File: src/rtl/fvws_pkg.sv
// Package for the five-voice wavetable sound block.
// Holds the transfer payload types, the command codes and the shared constants.
// No dependencies.
package fvws_pkg;

    // Voice and table geometry
    localparam int NUM_VOICES = 5;
    localparam int WAVE_LEN   = 32;
    localparam int VOICE_W    = 3;             // voice number width
    localparam int WIDX_W     = 5;             // wave entry index width
    localparam int WADDR_W    = 8;             // wave byte address width

    localparam logic [WADDR_W-1:0] WAVE_BYTES  = 8'd160;
    localparam logic [WADDR_W-1:0] SHARED_BASE = 8'h60;
    localparam logic [WADDR_W-1:0] SHARED_END  = 8'h80;
    localparam logic [WADDR_W-1:0] FREQ_BYTES  = 8'd10;
    localparam logic [VOICE_W-1:0] FIFTH_VOICE = 3'd4;

    // Phase, step and pitch widths
    localparam int PHASE_W   = 21;
    localparam int SCALE_W   = 24;
    localparam int FREQ_W    = 12;
    localparam int DIVISOR_W = FREQ_W + 1;
    localparam int VOL_W     = 4;
    localparam int KEY_W     = 5;
    localparam int SUM_W     = 12;             // mix sum, |sum| <= 1200

    localparam logic [FREQ_W-1:0]  FREQ_MIN    = 12'd8;
    localparam logic [SCALE_W-1:0] SCALE_RESET = 24'd2097152;
    localparam logic [16:0]        SAMPLE_MAX  = 17'd32767;
    localparam logic [15:0]        RECIP5      = 16'hCCCD;   // 2^18 / 5, rounded up

    // Configuration register indexes (byte address 4*i)
    localparam int            APB_AW          = 3;
    localparam logic          REG_PHASE_SCALE = 1'b0;
    localparam logic          REG_SEPARATE    = 1'b1;

    // Command codes
    localparam logic [2:0] CMD_TICK    = 3'd0;
    localparam logic [2:0] CMD_WAVE_WR = 3'd1;
    localparam logic [2:0] CMD_WAVE_RD = 3'd2;
    localparam logic [2:0] CMD_VOLUME  = 3'd3;
    localparam logic [2:0] CMD_FREQ    = 3'd4;
    localparam logic [2:0] CMD_KEY     = 3'd5;

    typedef struct packed {
        logic [2:0] command;
        logic [7:0] address;
        logic [7:0] data;
    } t_in_item;

    typedef struct packed {
        logic        [7:0]  read_data;
        logic signed [15:0] sample_out;
    } t_out_item;

endpackage

File: src/rtl/five_voice_wavetable_sound.sv
// Five-voice wavetable sound block, top level.
// Wave table and phase counters live in synchronous memories; uses fvws_pkg.
//
//  channel    direction  handshake                  payload
//  in         to block   i_in_valid / o_in_ready    t_in_item (command, address, data)
//  out        from block o_out_valid / i_out_ready  t_out_item (read_data, sample_out)
//  config     to block   APB psel/penable/pwrite    phase_scale @0x0, separate_fifth_wave @0x4
//
// After reset a clearing pass zeroes the wave memory and the phase counters;
// no input transfer is taken during it (config writes are).
// A tick visits each voice in turn; each active voice runs the shared restoring divider
// for its phase step, then updates its phase and adds its contribution to the mix.
// Wave writes mirrored to the fifth voice pass through S_WR2 for the second write.
// One result register: the next transfer is taken while a result waits.
module five_voice_wavetable_sound (
    input  logic                        i_clk,
    input  logic                        i_rst_n,
    input  logic                        i_in_valid,
    output logic                        o_in_ready,
    input  fvws_pkg::t_in_item          i_in_item,
    output logic                        o_out_valid,
    input  logic                        i_out_ready,
    output fvws_pkg::t_out_item         o_out_item,
    input  logic                        psel,
    input  logic                        penable,
    input  logic                        pwrite,
    input  logic [fvws_pkg::APB_AW-1:0] paddr,
    input  logic [31:0]                 pwdata,
    output logic [31:0]                 prdata,
    output logic                        pready
);
    import fvws_pkg::*;

    // Sequencer states
    localparam logic [3:0] S_CLEAR  = 4'd0;
    localparam logic [3:0] S_IDLE   = 4'd1;
    localparam logic [3:0] S_WR2    = 4'd2;
    localparam logic [3:0] S_RDWAIT = 4'd3;
    localparam logic [3:0] S_VSTART = 4'd4;
    localparam logic [3:0] S_DIV    = 4'd5;
    localparam logic [3:0] S_PHASE  = 4'd6;
    localparam logic [3:0] S_MAC    = 4'd7;
    localparam logic [3:0] S_SCALE  = 4'd8;
    localparam logic [3:0] S_DONE   = 4'd9;

    localparam logic [4:0] DIV_LAST = 5'(SCALE_W - 1);

    // Control and small register state
    logic [3:0]               r_state;
    logic [WADDR_W-1:0]       r_clr_addr;
    logic [7:0]               r_data;
    logic [WIDX_W-1:0]        r_addr;
    logic                     r_rd_ok;
    logic [VOICE_W-1:0]       r_voice;
    logic [4:0]               r_cnt;
    logic [FREQ_W-1:0]        r_rem;
    logic [SCALE_W-1:0]       r_quo;
    logic [DIVISOR_W-1:0]     r_div;
    logic signed [SUM_W-1:0]  r_sum;
    logic [7:0]               r_res_rd;
    logic signed [15:0]       r_res_sample;
    logic                     r_out_valid;
    t_out_item                r_out;
    logic [SCALE_W-1:0]       r_phase_scale;
    logic                     r_sep;
    logic [FREQ_W-1:0]        r_freq [NUM_VOICES];
    logic [VOL_W-1:0]         r_vol  [NUM_VOICES];
    logic [KEY_W-1:0]         r_key;

    // Memories
    logic [7:0]               m_wave  [WAVE_BYTES];
    logic [7:0]               r_wave_q;
    logic [PHASE_W-1:0]       m_phase [NUM_VOICES];
    logic [PHASE_W-1:0]       r_phase_q;

    logic                     wave_we, wave_re;
    logic [WADDR_W-1:0]       wave_waddr, wave_raddr;
    logic [7:0]               wave_wdata;
    logic                     phase_we, phase_re;
    logic [VOICE_W-1:0]       phase_waddr;
    logic [PHASE_W-1:0]       phase_wdata;

    logic                     in_fire;
    logic                     out_load;
    logic                     cfg_wr;
    logic                     last_voice;
    logic [FREQ_W-1:0]        cur_freq;
    logic [VOL_W-1:0]         cur_vol;
    logic                     voice_active;
    logic [DIVISOR_W-1:0]     div_shift;
    logic [DIVISOR_W-1:0]     div_diff;
    logic                     div_ge;
    logic [PHASE_W-1:0]       new_phase;
    logic signed [12:0]       prod;
    logic signed [SUM_W-1:0]  sum_next;
    logic                     neg;
    logic [SUM_W-1:0]         mag;
    logic [13:0]              mag3;
    logic [29:0]              recip_prod;
    logic [16:0]              mag_scaled;
    logic [14:0]              sat;
    logic signed [15:0]       scaled;

    assign o_in_ready  = (r_state == S_IDLE);
    assign in_fire     = i_in_valid & o_in_ready;
    assign out_load    = (r_state == S_DONE) && (!r_out_valid || i_out_ready);
    assign o_out_valid = r_out_valid;
    assign o_out_item  = r_out;
    assign pready      = 1'b1;
    assign cfg_wr      = psel & penable & pwrite;
    assign prdata      = (paddr[2] == REG_SEPARATE) ? {31'd0, r_sep} : {8'd0, r_phase_scale};

    // Current voice controls
    assign cur_freq     = r_freq[r_voice];
    assign cur_vol      = r_vol[r_voice];
    assign voice_active = (cur_vol != '0) && (cur_freq > FREQ_MIN) && r_key[r_voice];
    assign last_voice   = (r_voice == FIFTH_VOICE);

    // One restoring division step: quotient bits shift into r_quo
    assign div_shift = {r_rem, r_quo[SCALE_W-1]};
    assign div_ge    = (div_shift >= r_div);
    assign div_diff  = div_shift - r_div;

    // Phase advance (mod 2^21) and voice contribution, floor of product / 8
    assign new_phase = r_phase_q + r_quo[PHASE_W-1:0];
    assign prod      = $signed(r_wave_q) * $signed({1'b0, cur_vol});
    assign sum_next  = r_sum + SUM_W'($signed(prod[12:3]));

    // Output scaling: floor(128m/5) = 25m + floor(3m/5)
    assign neg        = r_sum[SUM_W-1];
    assign mag        = neg ? SUM_W'(-r_sum) : SUM_W'(r_sum);
    assign mag3       = 14'(mag) + 14'({mag, 1'b0});
    assign recip_prod = 30'(mag3) * 30'(RECIP5);
    assign mag_scaled = 17'(mag) * 17'd25 + 17'(recip_prod[29:18]);
    assign sat        = (mag_scaled > SAMPLE_MAX) ? SAMPLE_MAX[14:0] : mag_scaled[14:0];
    assign scaled     = neg ? -$signed({1'b0, sat}) : $signed({1'b0, sat});

    // Memory port control
    always_comb begin
        wave_we     = 1'b0;
        wave_waddr  = r_clr_addr;
        wave_wdata  = '0;
        wave_re     = 1'b0;
        wave_raddr  = i_in_item.address;
        phase_we    = 1'b0;
        phase_waddr = r_voice;
        phase_wdata = new_phase;
        phase_re    = 1'b0;
        case (r_state)
            S_CLEAR: begin
                wave_we     = 1'b1;
                phase_we    = (r_clr_addr < WADDR_W'(NUM_VOICES));
                phase_waddr = r_clr_addr[VOICE_W-1:0];
                phase_wdata = '0;
            end
            S_IDLE: begin
                wave_we    = in_fire && (i_in_item.command == CMD_WAVE_WR)
                             && (i_in_item.address < WAVE_BYTES);
                wave_waddr = i_in_item.address;
                wave_wdata = i_in_item.data;
                wave_re    = in_fire && (i_in_item.command == CMD_WAVE_RD)
                             && (i_in_item.address < WAVE_BYTES);
            end
            S_WR2: begin
                wave_we    = 1'b1;
                wave_waddr = {FIFTH_VOICE, r_addr};
                wave_wdata = r_data;
            end
            S_VSTART: begin
                phase_re = voice_active;
            end
            S_PHASE: begin
                phase_we   = 1'b1;
                wave_re    = 1'b1;
                wave_raddr = {r_voice, new_phase[PHASE_W-1 -: WIDX_W]};
            end
            default: begin
            end
        endcase
    end

    // Wave memory, one write and one registered read port
    always_ff @(posedge i_clk) begin
        if (wave_we) begin
            m_wave[wave_waddr] <= wave_wdata;
        end
        if (wave_re) begin
            r_wave_q <= m_wave[wave_raddr];
        end
    end

    // Phase counter memory
    always_ff @(posedge i_clk) begin
        if (phase_we) begin
            m_phase[phase_waddr] <= phase_wdata;
        end
        if (phase_re) begin
            r_phase_q <= m_phase[r_voice];
        end
    end

    // Sequencer, register file and result register
    always_ff @(posedge i_clk) begin
        if (!i_rst_n) begin
            r_state       <= S_CLEAR;
            r_clr_addr    <= '0;
            r_out_valid   <= 1'b0;
            r_phase_scale <= SCALE_RESET;
            r_sep         <= 1'b0;
            r_key         <= '0;
            for (int v = 0; v < NUM_VOICES; v++) begin
                r_freq[v] <= '0;
                r_vol[v]  <= '0;
            end
        end else begin
            // configuration writes
            if (cfg_wr) begin
                case (paddr[2])
                    REG_PHASE_SCALE: r_phase_scale <= pwdata[SCALE_W-1:0];
                    REG_SEPARATE:    r_sep         <= pwdata[0];
                    default: begin
                    end
                endcase
            end

            // result register: load a new result or hand the current one out
            if (out_load) begin
                r_out_valid <= 1'b1;
            end else if (r_out_valid && i_out_ready) begin
                r_out_valid <= 1'b0;
            end

            case (r_state)
                S_CLEAR: begin
                    if (r_clr_addr == WAVE_BYTES - 8'd1) begin
                        r_state <= S_IDLE;
                    end else begin
                        r_clr_addr <= r_clr_addr + 8'd1;
                    end
                end
                S_IDLE: begin
                    if (in_fire) begin
                        r_res_rd     <= '0;
                        r_res_sample <= '0;
                        r_data       <= i_in_item.data;
                        r_addr       <= i_in_item.address[WIDX_W-1:0];
                        case (i_in_item.command)
                            CMD_TICK: begin
                                r_voice <= '0;
                                r_sum   <= '0;
                                r_state <= S_VSTART;
                            end
                            CMD_WAVE_WR: begin
                                if (!r_sep && (i_in_item.address >= SHARED_BASE)
                                        && (i_in_item.address < SHARED_END)) begin
                                    r_state <= S_WR2;
                                end else begin
                                    r_state <= S_DONE;
                                end
                            end
                            CMD_WAVE_RD: begin
                                r_rd_ok <= (i_in_item.address < WAVE_BYTES);
                                r_state <= S_RDWAIT;
                            end
                            CMD_VOLUME: begin
                                if (i_in_item.address < WADDR_W'(NUM_VOICES)) begin
                                    r_vol[i_in_item.address[VOICE_W-1:0]] <=
                                        i_in_item.data[VOL_W-1:0];
                                end
                                r_state <= S_DONE;
                            end
                            CMD_FREQ: begin
                                if (i_in_item.address < FREQ_BYTES) begin
                                    if (i_in_item.address[0]) begin
                                        r_freq[i_in_item.address[3:1]][11:8] <=
                                            i_in_item.data[3:0];
                                    end else begin
                                        r_freq[i_in_item.address[3:1]][7:0] <=
                                            i_in_item.data;
                                    end
                                end
                                r_state <= S_DONE;
                            end
                            CMD_KEY: begin
                                r_key   <= i_in_item.data[KEY_W-1:0];
                                r_state <= S_DONE;
                            end
                            default: begin
                                r_state <= S_DONE;
                            end
                        endcase
                    end
                end
                S_WR2: begin
                    r_state <= S_DONE;
                end
                S_RDWAIT: begin
                    r_res_rd <= r_rd_ok ? r_wave_q : 8'd0;
                    r_state  <= S_DONE;
                end
                S_VSTART: begin
                    if (voice_active) begin
                        r_rem   <= '0;
                        r_quo   <= r_phase_scale;
                        r_div   <= DIVISOR_W'(cur_freq) + 13'd1;
                        r_cnt   <= '0;
                        r_state <= S_DIV;
                    end else if (last_voice) begin
                        r_state <= S_SCALE;
                    end else begin
                        r_voice <= r_voice + 3'd1;
                    end
                end
                S_DIV: begin
                    r_rem <= div_ge ? div_diff[FREQ_W-1:0] : div_shift[FREQ_W-1:0];
                    r_quo <= {r_quo[SCALE_W-2:0], div_ge};
                    if (r_cnt == DIV_LAST) begin
                        r_state <= S_PHASE;
                    end else begin
                        r_cnt <= r_cnt + 5'd1;
                    end
                end
                S_PHASE: begin
                    r_state <= S_MAC;
                end
                S_MAC: begin
                    r_sum <= sum_next;
                    if (last_voice) begin
                        r_state <= S_SCALE;
                    end else begin
                        r_voice <= r_voice + 3'd1;
                        r_state <= S_VSTART;
                    end
                end
                S_SCALE: begin
                    r_res_sample <= scaled;
                    r_state      <= S_DONE;
                end
                S_DONE: begin
                    // hand over once the result register is free
                    if (out_load) begin
                        r_out.read_data  <= r_res_rd;
                        r_out.sample_out <= r_res_sample;
                        r_state          <= S_IDLE;
                    end
                end
                default: begin
                    r_state <= S_IDLE;
                end
            endcase
        end
    end

endmodule

File: config.mk
export PLATFORM = sky130hd
export DESIGN_NAME = five_voice_wavetable_sound
export DESIGN_NICKNAME = d
export VERILOG_FILES = /design/src/rtl/fvws_pkg.sv /design/src/rtl/five_voice_wavetable_sound.sv
export SDC_FILE = /design/constraint.sdc
export NUM_CORES = 2
export LEC_CHECK = 0
export ABC_AREA = 1
export BUFFER_PORTS_ARGS = -buffer_cell sky130_fd_sc_hd__clkbuf_2
export CAP_MARGIN = 20
export CORE_MARGIN = 3
export CORE_UTILIZATION = 48
export DETAILED_ROUTE_END_ITERATION = 7
export PLACE_DENSITY = 0.68
export SLEW_MARGIN = 5
export SYNTH_ARGS = -nofsm -noshare
export SYNTH_HDL_FRONTEND = slang
export SYNTH_SLANG_ARGS = --single-unit
File: constraint.sdc
create_clock -name i_clk -period 10.57 [get_ports i_clk]
set_input_delay 1.5855 -clock i_clk [delete_from_list [all_inputs] [get_ports i_clk]]
set_output_delay 1.5855 -clock i_clk [all_outputs]
set_load 0.01 [all_outputs]
### Yosys cells after proc, flatten, opt, wreduce, memory -nomap -nowiden

Memory sizes are Yosys's and may differ from the RTL's. A register that Yosys moved wholly into a read port is not among the register bits.
Cells that the tools add are included.

| operators by class | value |
|---|---|
| add/subtract/negate cells | 11 |
| multipliers | 3 |
| magnitude comparators | 10 |
| eq/ne operators | 26 |
| muxes and demuxes | 81 |
| bitwise gates (word level) | 5 |
| reduce and logical (&&, ||, !) cells | 41 |

Operators with widths:

| operator | count |
|---|---|
| $mux W12 | 6 |
| $mux W24 | 2 |
| $pmux W12 S2 | 2 |
| $pmux W24 S2 | 1 |
| $pmux W8 S2 | 3 |
| $mux W4 | 9 |
| $mux W16 | 2 |
| $pmux W16 S2 | 1 |
| $pmux W4 S8 | 1 |
| $mul A14 B16 Y30 const B | 1 |
| $mux W1 | 30 |
| $mux W3 | 9 |
| $mux W8 | 3 |
| $add A21 B21 Y21 | 1 |
| $mux W21 | 1 |
| $reduce_and A3 Y1 | 7 |
| $add A17 B12 Y17 | 1 |
| $gt A17 B15 Y1 const B | 1 |
| $mul A12 B5 Y17 const B | 1 |
| $eq A4 B3 Y1 const B | 4 |
| $lt A8 B3 Y1 const B | 2 |
| $lt A8 B8 Y1 const B | 2 |
| $neg A15 Y16 | 1 |
| $mux W15 | 1 |
| 49 further kinds | 85 |

| storage, ports and cells | value |
|---|---|
| register bits | 174 |
| bits in writable memories | 1465 |
| input bits | 61 |
| output and inout port bits | 59 |
| logic and storage cells | 200 |
| memories kept | 4 |

Memories:

| memory | words | bits a word | rd ports | clocked after Yosys merged registers in | wr ports | line | source |
|---|---|---|---|---|---|---|---|
| m_wave | 160 | 8 | 1 | 1 | 1 | five_voice_wavetable_sound.sv:71 | `logic [7:0] m_wave [WAVE_BYTES];` |
| m_phase | 5 | 21 | 1 | 1 | 1 | five_voice_wavetable_sound.sv:73 | `logic [PHASE_W-1:0] m_phase [NUM_VOICES];` |
| r_freq | 5 | 12 | 1 | 1 | 5 | five_voice_wavetable_sound.sv:66 | `logic [FREQ_W-1:0] r_freq [NUM_VOICES];` |
| r_vol | 5 | 4 | 1 | 1 | 5 | five_voice_wavetable_sound.sv:67 | `logic [VOL_W-1:0] r_vol [NUM_VOICES];` |

### Logic depth before layout (Yosys ltp)

| logic depth | value |
|---|---|
| depth in word-level cells | 10 |
| gate-level depth with buffers | 67 |
| depth with buffers taken out | 67 |

### Least setup slack after synthesis

No wires, ideal clock.

| timing path | value |
|---|---|
| path type | flip-flop to flip-flop |
| start | register r_sum[0] |
| end | register r_res_sample[10] (data pin) |
| library setup time | 0.259 ns |
| data arrival time | 10.891 ns |
| required time | 10.311 ns |
| path slack | -0.581 ns |
| cell stages (with the launch flop) | 58 |
| path buffers | 0 |
| period minus slack after synthesis | 11.151 ns |
| cells stage by stage | edfxtp_1 inv_1 ha_1 nand2_1 nand3_1 o21ai_0 ha_1 inv_1 fa_1 o31ai_1 nand3_1 nand2_1 nand3_1 nand2_1 a21boi_0 o21ai_2 xor2_1 ha_1 [22 not listed] ha_1 a21oi_1 o21ai_0 a21oi_1 nand2_1 xnor2_1 nand2_1 inv_2 nand2_1 inv_2 ha_1 nand3_1 nor2_1 nand3_1 nand2_1 clkinv_1 o21ai_1 a21oi_1 |

| between the ends | value |
|---|---|
| cells in the longest elaborated chain, start to end | 10 |
| elaborated cells between the ends (all ways) | 11 |
| those cells by class | 4 x add/sub; 2 x mul; 1 x order compare; 4 x mux |

Ends and longest elaborated chain:

| item | line | source |
|---|---|---|
| from (decl) | five_voice_wavetable_sound.sv:59 | `logic signed [SUM_W-1:0] r_sum;` |
| from (signal assigned) | five_voice_wavetable_sound.sv:327 | `r_sum <= sum_next;` |
| $neg A12 Y12 | five_voice_wavetable_sound.sv:131 | `assign mag = neg ? SUM_W'(-r_sum) : SUM_W'(r_sum);` |
| $mux W12 (*) | five_voice_wavetable_sound.sv:131 |  |
| $add A12 B13 Y14 | five_voice_wavetable_sound.sv:132 | `assign mag3 = 14'(mag) + 14'({mag, 1'b0});` |
| $mul A14 B16 Y30 | five_voice_wavetable_sound.sv:133 | `assign recip_prod = 30'(mag3) * 30'(RECIP5);` |
| $add A17 B12 Y17 (*) | five_voice_wavetable_sound.sv:134 | `assign mag_scaled = 17'(mag) * 17'd25 + 17'(recip_prod[29:18]);` |
| $gt A17 B15 Y1 | five_voice_wavetable_sound.sv:135 | `assign sat = (mag_scaled > SAMPLE_MAX) ? SAMPLE_MAX[14:0] : mag_scaled[14:0];` |
| $mux W15 (*) | five_voice_wavetable_sound.sv:135 |  |
| $neg A15 Y16 | five_voice_wavetable_sound.sv:136 | `assign scaled = neg ? -$signed({1'b0, sat}) : $signed({1'b0, sat});` |
| $mux W16 (*) | five_voice_wavetable_sound.sv:136 |  |
| $pmux W16 S2 (*) | five_voice_wavetable_sound.sv:233 | `case (r_state)` |
| to (signal assigned) | five_voice_wavetable_sound.sv:336 | `r_res_sample <= scaled;` |
| to (decl) | five_voice_wavetable_sound.sv:61 | `logic signed [15:0] r_res_sample;` |

Mark *: on every way between the ends. The rest lies on a longest branch, timed or not.
A chain may end at the register's enable or synchronous reset.

### Final worst setup path

| timing path | value |
|---|---|
| start | register r_sum[1] |
| end | register r_res_sample[10] (data pin) |

The elaborated chain is that of the path after synthesis.

==> impl_metrics.toml <==
[run_status]
status = "complete, but fails checks"
failed_checks = "negative setup slack"

[critical_path]
path_class = "flop to flop"
crit_buf_inv = 13
critPathSlowestCell = "fa_1"
start_kind = "flop"
cp.required_ps = 11120
worstPathMaxFanout = 5
crit_arrival_ps = 11370
max_stage_delay_ps = 580
crit_family = "adder cells"
critPathCaptureType = "flop"

[timing]
min_period_ps = 10820
finClkSkew_ps = 53.1
timing.fmax_mhz = 92.4
period_share_pct = 102
setup_viol = 12
setup_ws_ps = -248
hold_viol = 0
relSlewSlack_pct = 13.3
slew_viol_final = 0
tightestPinTransition_ps = 1300
rsz0062_at_grt = "true"

[min_path]
hp-class = "flop to flop"

[route]
met1Wirelength_mm = 82.9
wl_met3_mm = 18.1
wl_met2_mm = 99.5
routed_via_density = 5.65
drtAntennaViolNets = 0
drtPass1Iterations = 6
routed_wl_mm = 207
vias = 55748
drc = 0
drt_iter0_markers = 6376
wl_per_cell_um = 21.0
dr.max_layer_used = "met5"

[synth]
avgSynthCellArea_um2 = 10.9
yosysWarnings = 0
ys_seq_elements = 1719
synthFlopType = "edfxtp_1"
synth_edf_count = 1673
ys_types = 56
syn_inst = 7269
ys_seq_area_share_pct = 64.4
syn_area_um2 = 79400
async_flop_share_pct = 0

[power_and_ir_drop]
leakage_uw = 0.0345
power_uw = 25400
ir_drop_mv = 0.804
cellPowerDensity_nw_per_um2 = 280

[clock_network]
holdBufCountCts = 0
clockRootBuffer = "clkbuf_16"
cts_tree = "done"
insertion_delay_ps = 810
cts_buffers = 174
htree_levels = 4
cts.clk_slew.worst_paths_ps = 60
cts.sinks = 1719
cts_buffer_depth = 3

[placement]
dp_hpwl_mm = 122
preCtsSetupSlack_ps = -513
gp_congestion = 0.909
portBuffers = 100

[global_routing]
grt_pass1_vias = 53962
grt_max_degree = 203
grt_overflow = 0
grt_pass1_wl_mm = 314
grt_usage_pct = 23.9
antenna_found_initial = 9

[layout]
syn2layout_area_growth_pct = 13.9
layout.nets = 7936
drive_above_1_share_pct = 11.9

[die]
ios = 120
die_y_um = 413
start_util_pct = 48.6
std_cell_rows = 148
core_region_area_um2 = 164000
dieArea_um2 = 170000
die_w_um = 413

[flow_run]
cap_viol_max_count = 0
per-stage QoR:
stage / setup TNS [ps] / hold slack [ps] / instance area, um2 / util (%) / std cells
detailed placement: -5450 / 406 / 83500 / 51.1 / 9501
global placement: -3580 / 403 / 83500 / 51.1 / 9498
floorplan: 0 / 400 / 79700 / - / 7324
finish: -2010 / 417 / 90500 / 55.3 / 9865
CTS: -1090 / 418 / 89700 / 54.9 / 9838
global route: -8860 / 423 / 90400 / 55.3 / 9859
flip-flops by register name, summed over array words and instances (netlist names), 8 cells and up, named ones only:
signal and flops:
m_wave 1280, r_div 13, r_rem 12, r_phase_scale 24, r_quo 24, r_freq 96
r_wave_q 8, o_out_item 24, r_res_sample 16, r_clr_addr 8, r_phase_q 21, r_data 8
r_vol 32, r_res_rd 8, m_phase 105, r_sum 12
final timing paths:
kind / startpoint / end / slack, ps / cells past startpoint
worst max-delay path: r_sum[1] / r_res_sample[10] / -250 / 57
worst min-delay path: r_res_sample[0] / o_out_item[0] / 420 / 0
worst max register to register: r_sum[1] / r_res_sample[10] / -250 / 57
worst min register to register: r_res_sample[0] / o_out_item[0] / 420 / 0
metal layers:
metal	up-vias	GRT usage [%]
met3	423	4.36
met2	2468	39.2
met5	-	0
li1	25854	-
met4	2	8.26
met1	27001	32.1
power breakdown:
group          switching [uW]  internal [uW]  leakage, uW
logic                    6390           4430       0.0158
registers                85.2           8380       0.0159
clock network            2630           3450      0.00273
total                    9110          16300       0.0345
synthesized netlist by cell type (3+ instances only):
| master | instances | area share, % |
|---|---|---|
| edfxtp_1 | 1673 | 63 |
| nand2_1 | 1650 | 7.8 |
| nand3_1 | 1336 | 8.4 |
| nor2_1 | 616 | 2.9 |
| inv_1 | 431 | 2.0 |
| o21ai_0 | 276 | 1.7 |
| ha_1 | 230 | 3.6 |
| a21oi_1 | 185 | 1.2 |
| buf_2 | 183 | 1.2 |
| clkbuf_1 | 129 | 0.61 |
| fa_1 | 100 | 2.5 |
| xor2_1 | 58 | 0.64 |
| buf_4 | 47 | 0.44 |
| dfxtp_1 | 46 | 1.2 |
| a31oi_1 | 44 | 0.35 |
| nor3_1 | 33 | 0.21 |
| o22ai_1 | 31 | 0.24 |
| xnor2_1 | 29 | 0.32 |
| o21ai_1 | 26 | 0.16 |
| buf_1 | 14 | 0.066 |
| nand4_1 | 14 | 0.11 |
| inv_2 | 10 | 0.047 |
| clkinv_1 | 9 | 0.043 |
| nor4_1 | 9 | 0.071 |
| a21o_1 | 7 | 0.066 |
| o21a_1 | 7 | 0.066 |
| o221ai_1 | 7 | 0.077 |
| o31ai_1 | 7 | 0.066 |
| or2_2 | 7 | 0.055 |
| o21bai_1 | 6 | 0.057 |
| buf_6 | 5 | 0.071 |
| a221oi_1 | 3 | 0.033 |
| nand2_2 | 3 | 0.024 |
| o2111ai_1 | 3 | 0.033 |
| o211ai_1 | 3 | 0.028 |
logic make-up (layout without fill, tap and decap cells):
group | after synthesis | count (layout) | synth area share (%)
buf+inv | 828 | 1187 | 4.47
other cells | 2 | 64 | 0.00945
xor+xnor | 88 | 88 | 0.980
flops | 1719 | 1719 | 64.4
simple gates | 3682 | 3682 | 19.7
compound gates | 620 | 620 | 4.26
fa+ha+maj | 330 | 330 | 6.14
timing repair:
| item | in CTS | in global routing |
|---|---|---|
| buffers inserted | 23 | 17 |
| endpoints found under the hold margin | 0 | 0 |
| pin swaps | 45 | 82 |
| resized for setup | 115 | 126 |
| setup endpoints to repair | 15 | 16 |
layout by cell type, fill, tap and decap left out, types with 12 or more instances in the layout:
cell type,Yosys,final
o21ai_2,2,20
xnor2_1,29,26
edfxtp_1,1673,1673
o21ai_1,26,24
a21oi_1,185,167
clkinv_1,9,44
buf_6,5,12
fa_1,100,91
nand2_2,3,34
nor2_2,1,15
nor3_1,33,25
bufinv_16,0,15
o21ai_0,276,247
clkinv_2,0,30
conb_1,2,57
clkbuf_2,0,100
ha_1,230,212
ha_4,0,14
nand2_1,1650,1609
dfxtp_1,46,45
clkbuf_16,0,176
a21oi_2,2,18
inv_2,10,29
clkbuf_1,129,31
nand4_1,14,14
inv_1,431,406
buf_4,47,296
xor2_1,58,47
o21ai_4,0,13
nor2_1,616,593
o22ai_1,31,31
nand3_1,1336,1326
a31oi_1,44,43
cell type report:
class / instances / area (um2)
Clock buffer: 208 / 4530
Fill cell: 13374 / 73100
Inverter: 450 / 1710
Timing Repair Buffer: 423 / 3150
Sequential cell: 1719 / 51200
Antenna cell: 7 / 17.5
Tap cell: 2175 / 2720
Clock inverter: 106 / 1080
Multi-Input combinational cell: 4777 / 26100
Power figures use the tool's default switching activity.
